<file path="config.mk">
export PLATFORM = sky130hd
export DESIGN_NAME = pressure_rolling_average
export DESIGN_NICKNAME = d
export VERILOG_FILES = /design/src/hw/rtl/pra_pkg.sv /design/src/hw/rtl/pra_ring.sv /design/src/hw/rtl/pra_avg_div.sv /design/src/hw/rtl/pra_press.sv /design/src/hw/rtl/pressure_rolling_average.sv
export SDC_FILE = /design/constraint.sdc
export NUM_CORES = 2
export LEC_CHECK = 0
export BUFFER_PORTS_ARGS = -buffer_cell sky130_fd_sc_hd__buf_2
export CAP_MARGIN = 15
export CELL_PAD_IN_SITES_DETAIL_PLACEMENT = 1
export CELL_PAD_IN_SITES_GLOBAL_PLACEMENT = 1
export CORE_ASPECT_RATIO = 0.75
export CORE_MARGIN = 1.5
export CORE_UTILIZATION = 47
export DETAILED_ROUTE_END_ITERATION = 6
export PLACE_DENSITY = 0.8
export SETUP_SLACK_MARGIN = 0.3
export SLEW_MARGIN = 25
export SYNTH_ARGS = -nofsm -noshare
export SYNTH_HDL_FRONTEND = slang
export SYNTH_HIERARCHICAL = 1
export SYNTH_SLANG_ARGS = --single-unit
</file>
<file path="constraint.sdc">
create_clock -name clk -period 6.4 [get_ports clk]
set_input_delay 0.32 -clock clk [delete_from_list [all_inputs] [get_ports clk]]
set_output_delay 0.32 -clock clk [all_outputs]
set_load 0.1 [all_outputs]
</file>
<file path="src/hw/rtl/pra_pkg.sv">
// ----------------------------------------------------------------------------
// pra_pkg
// Shared types and constants for the rolling-average pressure front end.
// ----------------------------------------------------------------------------
package pra_pkg;

    localparam int SAMPLE_W    = 10;
    localparam int MAX_WINDOW  = 32;
    localparam int SLOT_W      = 5;
    localparam int CNT_W       = 6;
    localparam int SUM_W       = 15;
    localparam int AVG_FRAC    = 4;
    localparam int AVG_W       = 14;
    localparam int PRESS_W     = 19;
    localparam int WIN_W       = 6;
    localparam int MODEL_W     = 2;
    localparam int REF_W       = 13;
    localparam int OFFS_W      = 10;

    localparam int IN_TDATA_W  = 16;
    localparam int OUT_TDATA_W = 40;
    localparam int CFG_IDX_W   = 2;
    localparam int CFG_DATA_W  = 13;

    // Largest possible average: full-scale sample times 16
    localparam logic [AVG_W-1:0] AVG_MAX = AVG_W'(1023 * 16);

    localparam logic [PRESS_W-1:0] P_MAX = {1'b0, {(PRESS_W-1){1'b1}}};
    localparam logic [PRESS_W-1:0] P_MIN = {1'b1, {(PRESS_W-1){1'b0}}};

    // Pressure = mag * ref_mv * 500 / (count * slope_e7), with
    // 500 = 1e7 / (4 * 5000). Each slope ratio is reduced to KN / KD.
    localparam int NUM_K_W = 8;
    localparam int DEN_K_W = 13;

    localparam logic [NUM_K_W-1:0] KN_10KPA  = NUM_K_W'(1);
    localparam logic [DEN_K_W-1:0] KD_10KPA  = DEN_K_W'(1800);
    localparam logic [NUM_K_W-1:0] KN_100KPA = NUM_K_W'(1);
    localparam logic [DEN_K_W-1:0] KD_100KPA = DEN_K_W'(180);
    localparam logic [NUM_K_W-1:0] KN_700KPA = NUM_K_W'(250);
    localparam logic [DEN_K_W-1:0] KD_700KPA = DEN_K_W'(6429);

    typedef enum logic [CFG_IDX_W-1:0] {
        REG_WINDOW = 2'd0,
        REG_MODEL  = 2'd1,
        REG_REF    = 2'd2,
        REG_OFFSET = 2'd3
    } cfg_reg_t;

    typedef enum logic [MODEL_W-1:0] {
        MODEL_10KPA  = 2'd0,
        MODEL_100KPA = 2'd1,
        MODEL_700KPA = 2'd2,
        MODEL_ALT    = 2'd3
    } model_t;

    typedef struct packed {
        logic [SUM_W-1:0] sum;
        logic [CNT_W-1:0] count;
        logic             full;
    } ring_stat_t;

    typedef struct packed {
        logic [MODEL_W-1:0] sensor_model;
        logic [REF_W-1:0]   ref_mv;
        logic [OFFS_W-1:0]  offset;
    } prs_cfg_t;

    function automatic logic [NUM_K_W-1:0] slope_num(input logic [MODEL_W-1:0] model);
        logic [NUM_K_W-1:0] k;
        unique case (model_t'(model)) inside
            MODEL_10KPA:            k = KN_10KPA;
            MODEL_100KPA:           k = KN_100KPA;
            MODEL_700KPA, MODEL_ALT: k = KN_700KPA;
        endcase
        return k;
    endfunction

    function automatic logic [DEN_K_W-1:0] slope_den(input logic [MODEL_W-1:0] model);
        logic [DEN_K_W-1:0] k;
        unique case (model_t'(model)) inside
            MODEL_10KPA:            k = KD_10KPA;
            MODEL_100KPA:           k = KD_100KPA;
            MODEL_700KPA, MODEL_ALT: k = KD_700KPA;
        endcase
        return k;
    endfunction

endpackage

</file>
<file path="src/hw/rtl/pra_ring.sv">
// ----------------------------------------------------------------------------
// pra_ring
// Sample ring, write slot, fill count and running sum. For each beat:
// read the slot being replaced, then update sum and write the new sample.
// ----------------------------------------------------------------------------
module pra_ring (
    input  logic                          clk,
    input  logic                          rst_n,
    input  logic                          restart,
    input  logic                          load,
    input  logic [pra_pkg::SAMPLE_W-1:0]  sample,
    input  logic [pra_pkg::WIN_W-1:0]     window_size,
    output logic                          done,
    output pra_pkg::ring_stat_t           stat
);
    import pra_pkg::*;

    logic [SAMPLE_W-1:0] ring_mem [MAX_WINDOW];
    logic [SAMPLE_W-1:0] old_reg;
    logic [SAMPLE_W-1:0] smp_reg;
    logic [SLOT_W-1:0]   slot_reg, slot_next;
    logic [CNT_W-1:0]    fill_reg, fill_next;
    logic [SUM_W-1:0]    sum_reg, sum_next;
    logic [SUM_W:0]      sum_wide;
    logic [WIN_W-1:0]    win_eff;
    logic                was_full;
    logic                pend_reg, done_reg;

    always_comb
    begin
        if (window_size == '0)
        begin
            win_eff = WIN_W'(1);
        end
        else if (window_size > WIN_W'(MAX_WINDOW))
        begin
            win_eff = WIN_W'(MAX_WINDOW);
        end
        else
        begin
            win_eff = window_size;
        end
    end

    assign was_full = fill_reg >= win_eff;

    always_comb
    begin
        sum_wide  = {1'b0, sum_reg} + (SUM_W+1)'(smp_reg);
        fill_next = fill_reg;
        if (was_full)
        begin
            sum_wide = sum_wide - (SUM_W+1)'(old_reg);
        end
        else
        begin
            fill_next = fill_reg + 1'b1;
        end
        sum_next = sum_wide[SUM_W-1:0];

        if (WIN_W'(slot_reg) + WIN_W'(1) >= win_eff)
        begin
            slot_next = '0;
        end
        else
        begin
            slot_next = slot_reg + 1'b1;
        end
    end

    always_ff @(posedge clk or negedge rst_n)
    begin
        if (!rst_n)
        begin
            pend_reg <= 1'b0;
            done_reg <= 1'b0;
            slot_reg <= '0;
            fill_reg <= '0;
            sum_reg  <= '0;
        end
        else
        begin
            pend_reg <= load;
            done_reg <= pend_reg;
            if (restart)
            begin
                slot_reg <= '0;
                fill_reg <= '0;
                sum_reg  <= '0;
            end
            else if (pend_reg)
            begin
                slot_reg <= slot_next;
                fill_reg <= fill_next;
                sum_reg  <= sum_next;
            end
        end
    end

    // ring storage: registered read of the outgoing sample, write in the cycle after
    always_ff @(posedge clk)
    begin
        if (load)
        begin
            old_reg <= ring_mem[slot_reg];
            smp_reg <= sample;
        end
        if (pend_reg)
        begin
            ring_mem[slot_reg] <= smp_reg;
        end
    end

    assign done       = done_reg;
    assign stat.sum   = sum_reg;
    assign stat.count = fill_reg;
    assign stat.full  = was_full;

endmodule

</file>
<file path="src/hw/rtl/pra_avg_div.sv">
// ----------------------------------------------------------------------------
// pra_avg_div
// Bit-serial restoring divider: sum * 16 / count, one quotient bit a cycle.
// ----------------------------------------------------------------------------
module pra_avg_div (
    input  logic                        clk,
    input  logic                        rst_n,
    input  logic                        start,
    input  pra_pkg::ring_stat_t         stat,
    output logic                        done,
    output logic [pra_pkg::AVG_W-1:0]   average
);
    import pra_pkg::*;

    localparam int DVD_W  = SUM_W + AVG_FRAC;
    localparam int STEP_W = $clog2(AVG_W);

    logic [DVD_W-1:0]  dividend;
    logic [CNT_W-1:0]  div_reg;
    logic [CNT_W-1:0]  rem_reg;
    logic [AVG_W-1:0]  shf_reg;
    logic [STEP_W-1:0] step_reg;
    logic              busy_reg, done_reg;
    logic [CNT_W:0]    rem_wide, rem_sub;
    logic              fits;

    assign dividend = {stat.sum, {AVG_FRAC{1'b0}}};

    // quotient fits in AVG_W bits since sum <= 1023 * count, so the top
    // dividend bits start out below the divisor
    assign rem_wide = {rem_reg, shf_reg[AVG_W-1]};
    assign fits     = rem_wide >= {1'b0, div_reg};
    assign rem_sub  = rem_wide - {1'b0, div_reg};

    always_ff @(posedge clk or negedge rst_n)
    begin
        if (!rst_n)
        begin
            busy_reg <= 1'b0;
            done_reg <= 1'b0;
            step_reg <= '0;
            div_reg  <= '0;
            rem_reg  <= '0;
            shf_reg  <= '0;
        end
        else
        begin
            done_reg <= busy_reg && !start && (step_reg == STEP_W'(AVG_W-1));
            if (start)
            begin
                busy_reg <= 1'b1;
                step_reg <= '0;
                div_reg  <= stat.count;
                rem_reg  <= CNT_W'(dividend >> AVG_W);
                shf_reg  <= dividend[AVG_W-1:0];
            end
            else if (busy_reg)
            begin
                rem_reg  <= fits ? rem_sub[CNT_W-1:0] : rem_wide[CNT_W-1:0];
                shf_reg  <= {shf_reg[AVG_W-2:0], fits};
                step_reg <= step_reg + 1'b1;
                if (step_reg == STEP_W'(AVG_W-1))
                begin
                    busy_reg <= 1'b0;
                end
            end
        end
    end

    assign done    = done_reg;
    assign average = shf_reg;

endmodule

</file>
<file path="src/hw/rtl/pra_press.sv">
// ----------------------------------------------------------------------------
// pra_press
// Pressure scaling: signed offset removal, 2-bit-digit serial multiply by the
// reference, then a bit-serial rounding divide by count * slope with
// saturation to 19 bits.
// ----------------------------------------------------------------------------
module pra_press (
    input  logic                                clk,
    input  logic                                rst_n,
    input  logic                                start,
    input  pra_pkg::ring_stat_t                 stat,
    input  pra_pkg::prs_cfg_t                   cfg,
    output logic                                done,
    output logic signed [pra_pkg::PRESS_W-1:0]  pressure
);
    import pra_pkg::*;

    localparam int OC_W      = OFFS_W + CNT_W;
    localparam int DIFF_W    = SUM_W + 2;
    localparam int M1_W      = DIFF_W + NUM_K_W;
    localparam int M3_W      = DIFF_W + NUM_K_W + 2;
    localparam int NUM_W     = SUM_W + NUM_K_W + REF_W;
    localparam int DEN_W     = CNT_W + DEN_K_W;
    localparam int X_W       = NUM_W + 2;
    localparam int QB        = PRESS_W - 1;
    localparam int Y_W       = DEN_W + 1;
    localparam int HI_W      = X_W - QB;
    localparam int MUL_STEPS = (REF_W + 1) / 2;
    localparam int RSH_W     = 2 * MUL_STEPS;
    localparam int STEP_W    = $clog2(QB);

    typedef enum logic [2:0] {
        P_IDLE,
        P_SCALE,
        P_MUL,
        P_ROUND,
        P_DIV
    } prs_state_t;

    prs_state_t           state_reg;
    logic [STEP_W-1:0]    step_reg;
    logic [DIFF_W-1:0]    diff_reg;
    logic                 neg_reg;
    logic [DEN_W-1:0]     den_reg;
    logic [NUM_W-1:0]     m1_reg, m3_reg, acc_reg;
    logic [RSH_W-1:0]     rsh_reg;
    logic                 ovf_reg;
    logic [Y_W-1:0]       rem_reg;
    logic [QB-1:0]        qsh_reg;
    logic                 done_reg;

    logic [OC_W-1:0]      oc_prod;
    logic [DIFF_W-1:0]    diff_now;
    logic [DIFF_W-1:0]    mag;
    logic [NUM_K_W-1:0]   kn;
    logic [NUM_K_W+1:0]   kn3;
    logic [M1_W-1:0]      m1_init;
    logic [M3_W-1:0]      m3_init;
    logic [NUM_W-1:0]     digit_add;
    logic [X_W-1:0]       x_full;
    logic [HI_W-1:0]      x_hi;
    logic [Y_W-1:0]       y_val;
    logic [Y_W:0]         rem_wide, rem_sub;
    logic                 fits;
    logic [PRESS_W-1:0]   q_ext;

    assign oc_prod  = OC_W'(cfg.offset) * OC_W'(stat.count);
    assign diff_now = DIFF_W'(stat.sum) - DIFF_W'(oc_prod);
    assign mag      = diff_reg[DIFF_W-1] ? (~diff_reg + 1'b1) : diff_reg;
    assign kn       = slope_num(cfg.sensor_model);
    assign kn3      = (NUM_K_W+2)'(kn) + {1'b0, kn, 1'b0};
    assign m1_init  = M1_W'(mag) * M1_W'(kn);
    assign m3_init  = M3_W'(mag) * M3_W'(kn3);

    always_comb
    begin
        case (rsh_reg[1:0])
            2'd0:    digit_add = '0;
            2'd1:    digit_add = m1_reg;
            2'd2:    digit_add = {m1_reg[NUM_W-2:0], 1'b0};
            default: digit_add = m3_reg;
        endcase
    end

    // round to nearest: floor((2N + D) / 2D)
    assign x_full   = X_W'({acc_reg, 1'b0}) + X_W'(den_reg);
    assign x_hi     = x_full[X_W-1:QB];
    assign y_val    = {den_reg, 1'b0};
    assign rem_wide = {rem_reg, qsh_reg[QB-1]};
    assign fits     = rem_wide >= {1'b0, y_val};
    assign rem_sub  = rem_wide - {1'b0, y_val};

    always_ff @(posedge clk or negedge rst_n)
    begin
        if (!rst_n)
        begin
            state_reg <= P_IDLE;
            step_reg  <= '0;
            done_reg  <= 1'b0;
            diff_reg  <= '0;
            neg_reg   <= 1'b0;
            den_reg   <= '0;
            m1_reg    <= '0;
            m3_reg    <= '0;
            acc_reg   <= '0;
            rsh_reg   <= '0;
            ovf_reg   <= 1'b0;
            rem_reg   <= '0;
            qsh_reg   <= '0;
        end
        else
        begin
            done_reg <= (state_reg == P_DIV) && (step_reg == STEP_W'(QB-1));
            unique case (state_reg)
                P_IDLE:
                begin
                    if (start)
                    begin
                        diff_reg  <= diff_now;
                        den_reg   <= DEN_W'(stat.count) * DEN_W'(slope_den(cfg.sensor_model));
                        state_reg <= P_SCALE;
                    end
                end
                P_SCALE:
                begin
                    neg_reg   <= diff_reg[DIFF_W-1];
                    m1_reg    <= NUM_W'(m1_init);
                    m3_reg    <= NUM_W'(m3_init);
                    acc_reg   <= '0;
                    rsh_reg   <= RSH_W'(cfg.ref_mv);
                    step_reg  <= '0;
                    state_reg <= P_MUL;
                end
                P_MUL:
                begin
                    acc_reg  <= acc_reg + digit_add;
                    m1_reg   <= {m1_reg[NUM_W-3:0], 2'b00};
                    m3_reg   <= {m3_reg[NUM_W-3:0], 2'b00};
                    rsh_reg  <= {2'b00, rsh_reg[RSH_W-1:2]};
                    step_reg <= step_reg + 1'b1;
                    if (step_reg == STEP_W'(MUL_STEPS-1))
                    begin
                        state_reg <= P_ROUND;
                    end
                end
                P_ROUND:
                begin
                    // quotient of 2^18 or more saturates either sign
                    ovf_reg   <= Y_W'(x_hi) >= y_val;
                    rem_reg   <= Y_W'(x_hi);
                    qsh_reg   <= x_full[QB-1:0];
                    step_reg  <= '0;
                    state_reg <= P_DIV;
                end
                P_DIV:
                begin
                    rem_reg  <= fits ? rem_sub[Y_W-1:0] : rem_wide[Y_W-1:0];
                    qsh_reg  <= {qsh_reg[QB-2:0], fits};
                    step_reg <= step_reg + 1'b1;
                    if (step_reg == STEP_W'(QB-1))
                    begin
                        state_reg <= P_IDLE;
                    end
                end
            endcase
        end
    end

    assign q_ext = {1'b0, qsh_reg};

    always_comb
    begin
        if (ovf_reg)
        begin
            pressure = neg_reg ? P_MIN : P_MAX;
        end
        else
        begin
            pressure = neg_reg ? (~q_ext + 1'b1) : q_ext;
        end
    end

    assign done = done_reg;

endmodule

</file>
<file path="src/hw/rtl/pressure_rolling_average.sv">
// ----------------------------------------------------------------------------
// pressure_rolling_average
// Rolling-window average of converter samples with linear pressure
// calibration.
//
//   channel | dir | handshake          | payload
//   --------+-----+--------------------+---------------------------------------
//   s_      | in  | s_tvalid/s_tready  | s_tdata[9:0] sample
//   m_      | out | m_tvalid/m_tready  | m_tdata average_q, pressure_q; m_tuser
//   cfg_    | in  | cfg_valid/cfg_ready| cfg_index, cfg_data
//
// Each beat passes through the ring (read, then update) and the pressure
// unit (setup, two-bit multiply digits, rounding setup, quotient bits),
// and its results then load the output register once the output register
// is free. The average divider runs alongside (load, then quotient
// bits). A waiting result holds in the output register while the next
// sample is worked on. No clearing pass after reset; any window_size
// write restarts the window.
// ----------------------------------------------------------------------------
module pressure_rolling_average (
    input  logic                              clk,
    input  logic                              rst_n,
    input  logic                              s_tvalid,
    output logic                              s_tready,
    input  logic [pra_pkg::IN_TDATA_W-1:0]    s_tdata,   // [9:0] sample
    output logic                              m_tvalid,
    input  logic                              m_tready,
    output logic [pra_pkg::OUT_TDATA_W-1:0]   m_tdata,   // [13:0] average_q, [32:14] pressure_q
    output logic                              m_tuser,   // [0] window_full
    input  logic                              cfg_valid,
    output logic                              cfg_ready,
    input  logic [pra_pkg::CFG_IDX_W-1:0]     cfg_index,
    input  logic [pra_pkg::CFG_DATA_W-1:0]    cfg_data
);
    import pra_pkg::*;

    localparam int OUT_PAD_W = OUT_TDATA_W - AVG_W - PRESS_W;

    typedef enum logic {
        S_IDLE,
        S_BUSY
    } state_t;

    state_t                    state_reg;
    logic                      m_tvalid_reg;
    logic [OUT_TDATA_W-1:0]    m_tdata_reg;
    logic                      m_tuser_reg;
    logic                      avg_seen_reg, prs_seen_reg;

    logic [WIN_W-1:0]          window_reg;
    prs_cfg_t                  prs_cfg_reg;

    logic                      in_beat;
    logic                      restart;
    logic                      ring_done;
    ring_stat_t                ring_stat;
    logic                      avg_done, prs_done;
    logic [AVG_W-1:0]          avg_q;
    logic signed [PRESS_W-1:0] prs_q;
    logic                      out_free;
    logic                      results_ready;
    logic                      out_load;

    assign s_tready  = (state_reg == S_IDLE);
    assign in_beat   = s_tvalid && s_tready;
    assign cfg_ready = 1'b1;
    assign restart   = cfg_valid && (cfg_reg_t'(cfg_index) == REG_WINDOW);

    always_ff @(posedge clk or negedge rst_n)
    begin
        if (!rst_n)
        begin
            window_reg                <= WIN_W'(8);
            prs_cfg_reg.sensor_model  <= MODEL_100KPA;
            prs_cfg_reg.ref_mv        <= REF_W'(5000);
            prs_cfg_reg.offset        <= '0;
        end
        else if (cfg_valid)
        begin
            unique case (cfg_reg_t'(cfg_index))
                REG_WINDOW: window_reg               <= cfg_data[WIN_W-1:0];
                REG_MODEL:  prs_cfg_reg.sensor_model <= cfg_data[MODEL_W-1:0];
                REG_REF:    prs_cfg_reg.ref_mv       <= cfg_data[REF_W-1:0];
                REG_OFFSET: prs_cfg_reg.offset       <= cfg_data[OFFS_W-1:0];
            endcase
        end
    end

    pra_ring u_ring (
        .clk         (clk),
        .rst_n       (rst_n),
        .restart     (restart),
        .load        (in_beat),
        .sample      (s_tdata[SAMPLE_W-1:0]),
        .window_size (window_reg),
        .done        (ring_done),
        .stat        (ring_stat)
    );

    pra_avg_div u_avg (
        .clk     (clk),
        .rst_n   (rst_n),
        .start   (ring_done),
        .stat    (ring_stat),
        .done    (avg_done),
        .average (avg_q)
    );

    pra_press u_press (
        .clk      (clk),
        .rst_n    (rst_n),
        .start    (ring_done),
        .stat     (ring_stat),
        .cfg      (prs_cfg_reg),
        .done     (prs_done),
        .pressure (prs_q)
    );

    assign out_free      = !m_tvalid_reg || m_tready;
    assign results_ready = (avg_seen_reg || avg_done) && (prs_seen_reg || prs_done);
    assign out_load      = (state_reg == S_BUSY) && results_ready && out_free;

    always_ff @(posedge clk or negedge rst_n)
    begin
        if (!rst_n)
        begin
            state_reg    <= S_IDLE;
            m_tvalid_reg <= 1'b0;
            m_tdata_reg  <= '0;
            m_tuser_reg  <= 1'b0;
            avg_seen_reg <= 1'b0;
            prs_seen_reg <= 1'b0;
        end
        else
        begin
            if (m_tvalid_reg && m_tready && !out_load)
            begin
                m_tvalid_reg <= 1'b0;
            end
            unique case (state_reg)
                S_IDLE:
                begin
                    if (s_tvalid)
                    begin
                        avg_seen_reg <= 1'b0;
                        prs_seen_reg <= 1'b0;
                        state_reg    <= S_BUSY;
                    end
                end
                S_BUSY:
                begin
                    if (avg_done)
                    begin
                        avg_seen_reg <= 1'b1;
                    end
                    if (prs_done)
                    begin
                        prs_seen_reg <= 1'b1;
                    end
                    if (out_load)
                    begin
                        m_tvalid_reg <= 1'b1;
                        m_tdata_reg  <= {{OUT_PAD_W{1'b0}}, prs_q, avg_q};
                        m_tuser_reg  <= ring_stat.full;
                        state_reg    <= S_IDLE;
                    end
                end
            endcase
        end
    end

    assign m_tvalid = m_tvalid_reg;
    assign m_tdata  = m_tdata_reg;
    assign m_tuser  = m_tuser_reg;

    // a sample beat always leaves the idle state
    a_beat_leaves_idle: assert property (@(posedge clk) disable iff (!rst_n)
        in_beat |=> !s_tready)
        else $error("input beat accepted but block still idle");

    // the ring only finishes an update for a sample that is in flight
    a_ring_in_flight: assert property (@(posedge clk) disable iff (!rst_n)
        ring_done |-> (state_reg == S_BUSY))
        else $error("ring update finished with no sample in flight");

    // average cannot exceed full-scale times 16
    a_avg_range: assert property (@(posedge clk) disable iff (!rst_n)
        m_tvalid |-> (m_tdata[AVG_W-1:0] <= AVG_MAX))
        else $error("average out of range");

endmodule

</file>
==> impl_metrics.toml <==
[timing]
finalWorstSetupSlack_ns = -0.06619
fin_crit_sh_pct = 101.0
fin_crit_ns = 6.466
finClkSkew_ns = 0.04035
setup_viol = 6
relSlewSlack_pct = 32.26
worst_pin_slew_ns = 1.012
finalSetupTns_ns = -0.3045
rsz0062_at_grt = "true"
slew_viol_final = 0
finalHoldViolations = 0
fmaxAchievable_mhz = 154.7

[critical_path]
cp_top_family = "adder cells"
critPathKind = "reg2reg"
critical-path-slowest-cell = "fa_1"
r2r_slack_ns = -0.07
crit_arrival_ns = 7.00
critPathMaxFanout = 4
slowest_delay_ns = 0.54
cp_data_required_time_ns = 6.93
critPathBufInv = 9
start_kind = "flip-flop"
end_kind = "flip-flop"

[run_status]
status = "finished, violations left"
violations = "negative setup slack"

[logic_synthesis]
ys_warn_count = 6
synth_edf_count = 340
ys_seq_area_share_pct = 40.99
syn_area_per_cell_um2 = 11.09
ys_ff_latch = 674
syn_area_mm2 = 0.04532
yosysUniqueCellTypes = 115
syn-instance-count = 4086
synth_flop_cell = "edfxtp_1"
synthArstFlopShare_pct = 49.55

[cells_and_area]
design_area_mm2 = 0.05144
nets = 4845
largest_reg_flops = 320
synthToLayoutAreaGrowth_pct = 13.50
regArea_mm2 = 0.01859
multi_input_area_mm2 = 0.02545
fillers = 10044
final_layout_size_suffix_gt1_share_pct = 17.15

[floorplan]
placementRows = 98
start_util_pct = 47.51
boundaryPins = 80
die_y_um = 271.9
die_area_mm2 = 0.09832
core_area_mm2 = 0.09540
die_w_um = 361.6

[placed_design]
dp_hpwl_um = 96650
gp_congestion = 0.9173
numPortBuffers = 65
dpl_cell_area_mm2 = 0.04766
dp_slack_ns = -0.1477

[detailed_routing]
drtIter0Drc = 2898
antenna_left = 0
firstDrtPassIters = 5
route.detailed.drc = 0
viasPerCell = 6.024
wl_um = 137300
vias = 33529
wire_per_inst_um = 24.67

[clock_network]
cts_max_path_buffers = 3
root_buffer = "clkbuf_16"
h-tree-depth = 3
clk_latency_ns = 0.68
tritoncts = "built"
clkTransAtPathRegs_ns = 0.07
cts_num_sinks = 674
cts_buffers = 68

[global_routing]
antenna_found_initial = 3
grt_util_all_layers_pct = 27.31
grt_max_degree = 138
grt_overflow_total = 0
grt_pass1_vias = 34954
grt_pass1_wl_um = 208500

[job]
cap_violations = 0

[hold_path]
min_path_type = "in2reg"
[per-layer routing]
| metal | vias to the layer above | track usage [%] | wire [µm] |
|---|---|---|---|
| met5 | - | 0 | 9 |
| met2 | 1158 | 44.15 | 65250 |
| met1 | 17314 | 38.52 | 59840 |
| li1 | 14827 | - | - |
| met3 | 228 | 4.088 | 8606 |
| met4 | 2 | 7.331 | 3603 |
[worst paths after layout]
check                                      end                start  depth (start not counted)
setup / recovery            u_press/m3_reg[20]  u_press/diff_reg[2]                         29
hold / removal                 prs_cfg_reg[23]            cfg_valid                          3
setup reg to reg            u_press/m3_reg[20]  u_press/diff_reg[2]                         29
hold reg to reg             u_press/rsh_reg[3]   u_press/rsh_reg[3]                          2
max in group asynchronous      prs_cfg_reg[24]                rst_n                          3
min in group asynchronous  u_press/rem_reg[12]                rst_n                          2
[synth_stat cells (49+ instances only)]
cell / instances / area [µm²]
a21oi_1: 169 / 845.8
edfxtp_1: 340 / 10210
nand2b_1: 53 / 331.6
o21ai_0: 209 / 1046
inv_1: 418 / 1569
xor2_1: 97 / 849.6
nor2_1: 237 / 889.6
a22o_1: 66 / 578.1
ha_1: 341 / 4267
dfrtp_1: 327 / 8183
nand3_1: 49 / 245.2
mux4_2: 80 / 1802
mux2_2: 107 / 1205
a21o_1: 75 / 563.0
a22oi_1: 116 / 870.8
and2_1: 61 / 381.6
nand2_1: 316 / 1186
xnor2_1: 131 / 1147
clkbuf_1: 115 / 431.7
fa_1: 209 / 4184
[kinds of logic (layout without fill, tap and decap cells)]
group	count (synthesis)	after routing	share of synthesized area [%]
multiplexers	229	229	7.570
buffers and inverters	581	801	5.000
adder cells (fa/ha/maj)	550	550	18.65
XOR/XNOR	230	230	4.478
AO/OA/AOI/OAI	894	894	13.49
flip-flops	674	674	40.99
other	4	14	0.03312
AND/OR/NAND/NOR	924	924	9.800
[timing repair]
item,in CTS,in global routing
resized for setup,72,98
pin swaps,38,46
buffers inserted,29,22
setup endpoints to repair,18,23
hold buffers,26,0
endpoints found under the hold margin,135,0
[through the flow]
step           util, %  hold slack, ns  cells
6_report         53.92          0.1370   5566
5_1_grt          53.92          0.1270   5564
3_3_place_gp     49.93          0.4259   5362
4_1_cts          53.22          0.1039   5542
2_1_floorplan        -         0.02441   4094
3_5_place_dp     49.96          0.4272   5362
[layout by cell type, fill, tap and decap left out, drive strengths merged, types with 18 or more instances in the layout]
cell type,Yosys,layout
or3,18,18
edfxtp,340,340
xor2,98,98
nand4,23,23
and3,24,24
xnor2,132,132
nor2b,39,39
o31ai,21,21
a21o,76,76
clkinv,4,29
mux2i,39,39
fa,209,209
dfrtp,327,327
nor3,36,36
nand2b,53,53
a22oi,116,116
nor2,238,238
mux2,110,110
mux4,80,80
o21ai,230,230
inv,419,422
ha,341,341
and2,63,63
clkbuf,116,86
buf,42,227
nand3,50,50
a22o,66,66
nand2,316,316
dlygate4sd3,0,26
o21bai,27,27
a211oi,28,28
a21oi,173,173
[worst register-to-register path, delay by kind of cell (launching register included)]
kind / cells / cell delay, ns
xor+xnor: 3 / 0.59
flops: 1 / 0.41
simple gates: 4 / 0.69
compound gates: 7 / 1.31
buf+inv: 9 / 0.75
fa+ha+maj: 6 / 2.57
[layout make-up]
type / instances / area share, %
clock buffer: 86 / 3.600
timing repair buffer: 253 / 3.641
clock inverter: 39 / 0.9972
antenna: 2 / 0.009729
tap: 1250 / 3.040
sequential: 674 / 36.14
inverter: 423 / 3.099
multi-input combinational: 2839 / 49.48
Power is left out: the tool's default activity adds up to more than one toggle a clock period on the data nets, which glitch-free logic cannot reach.
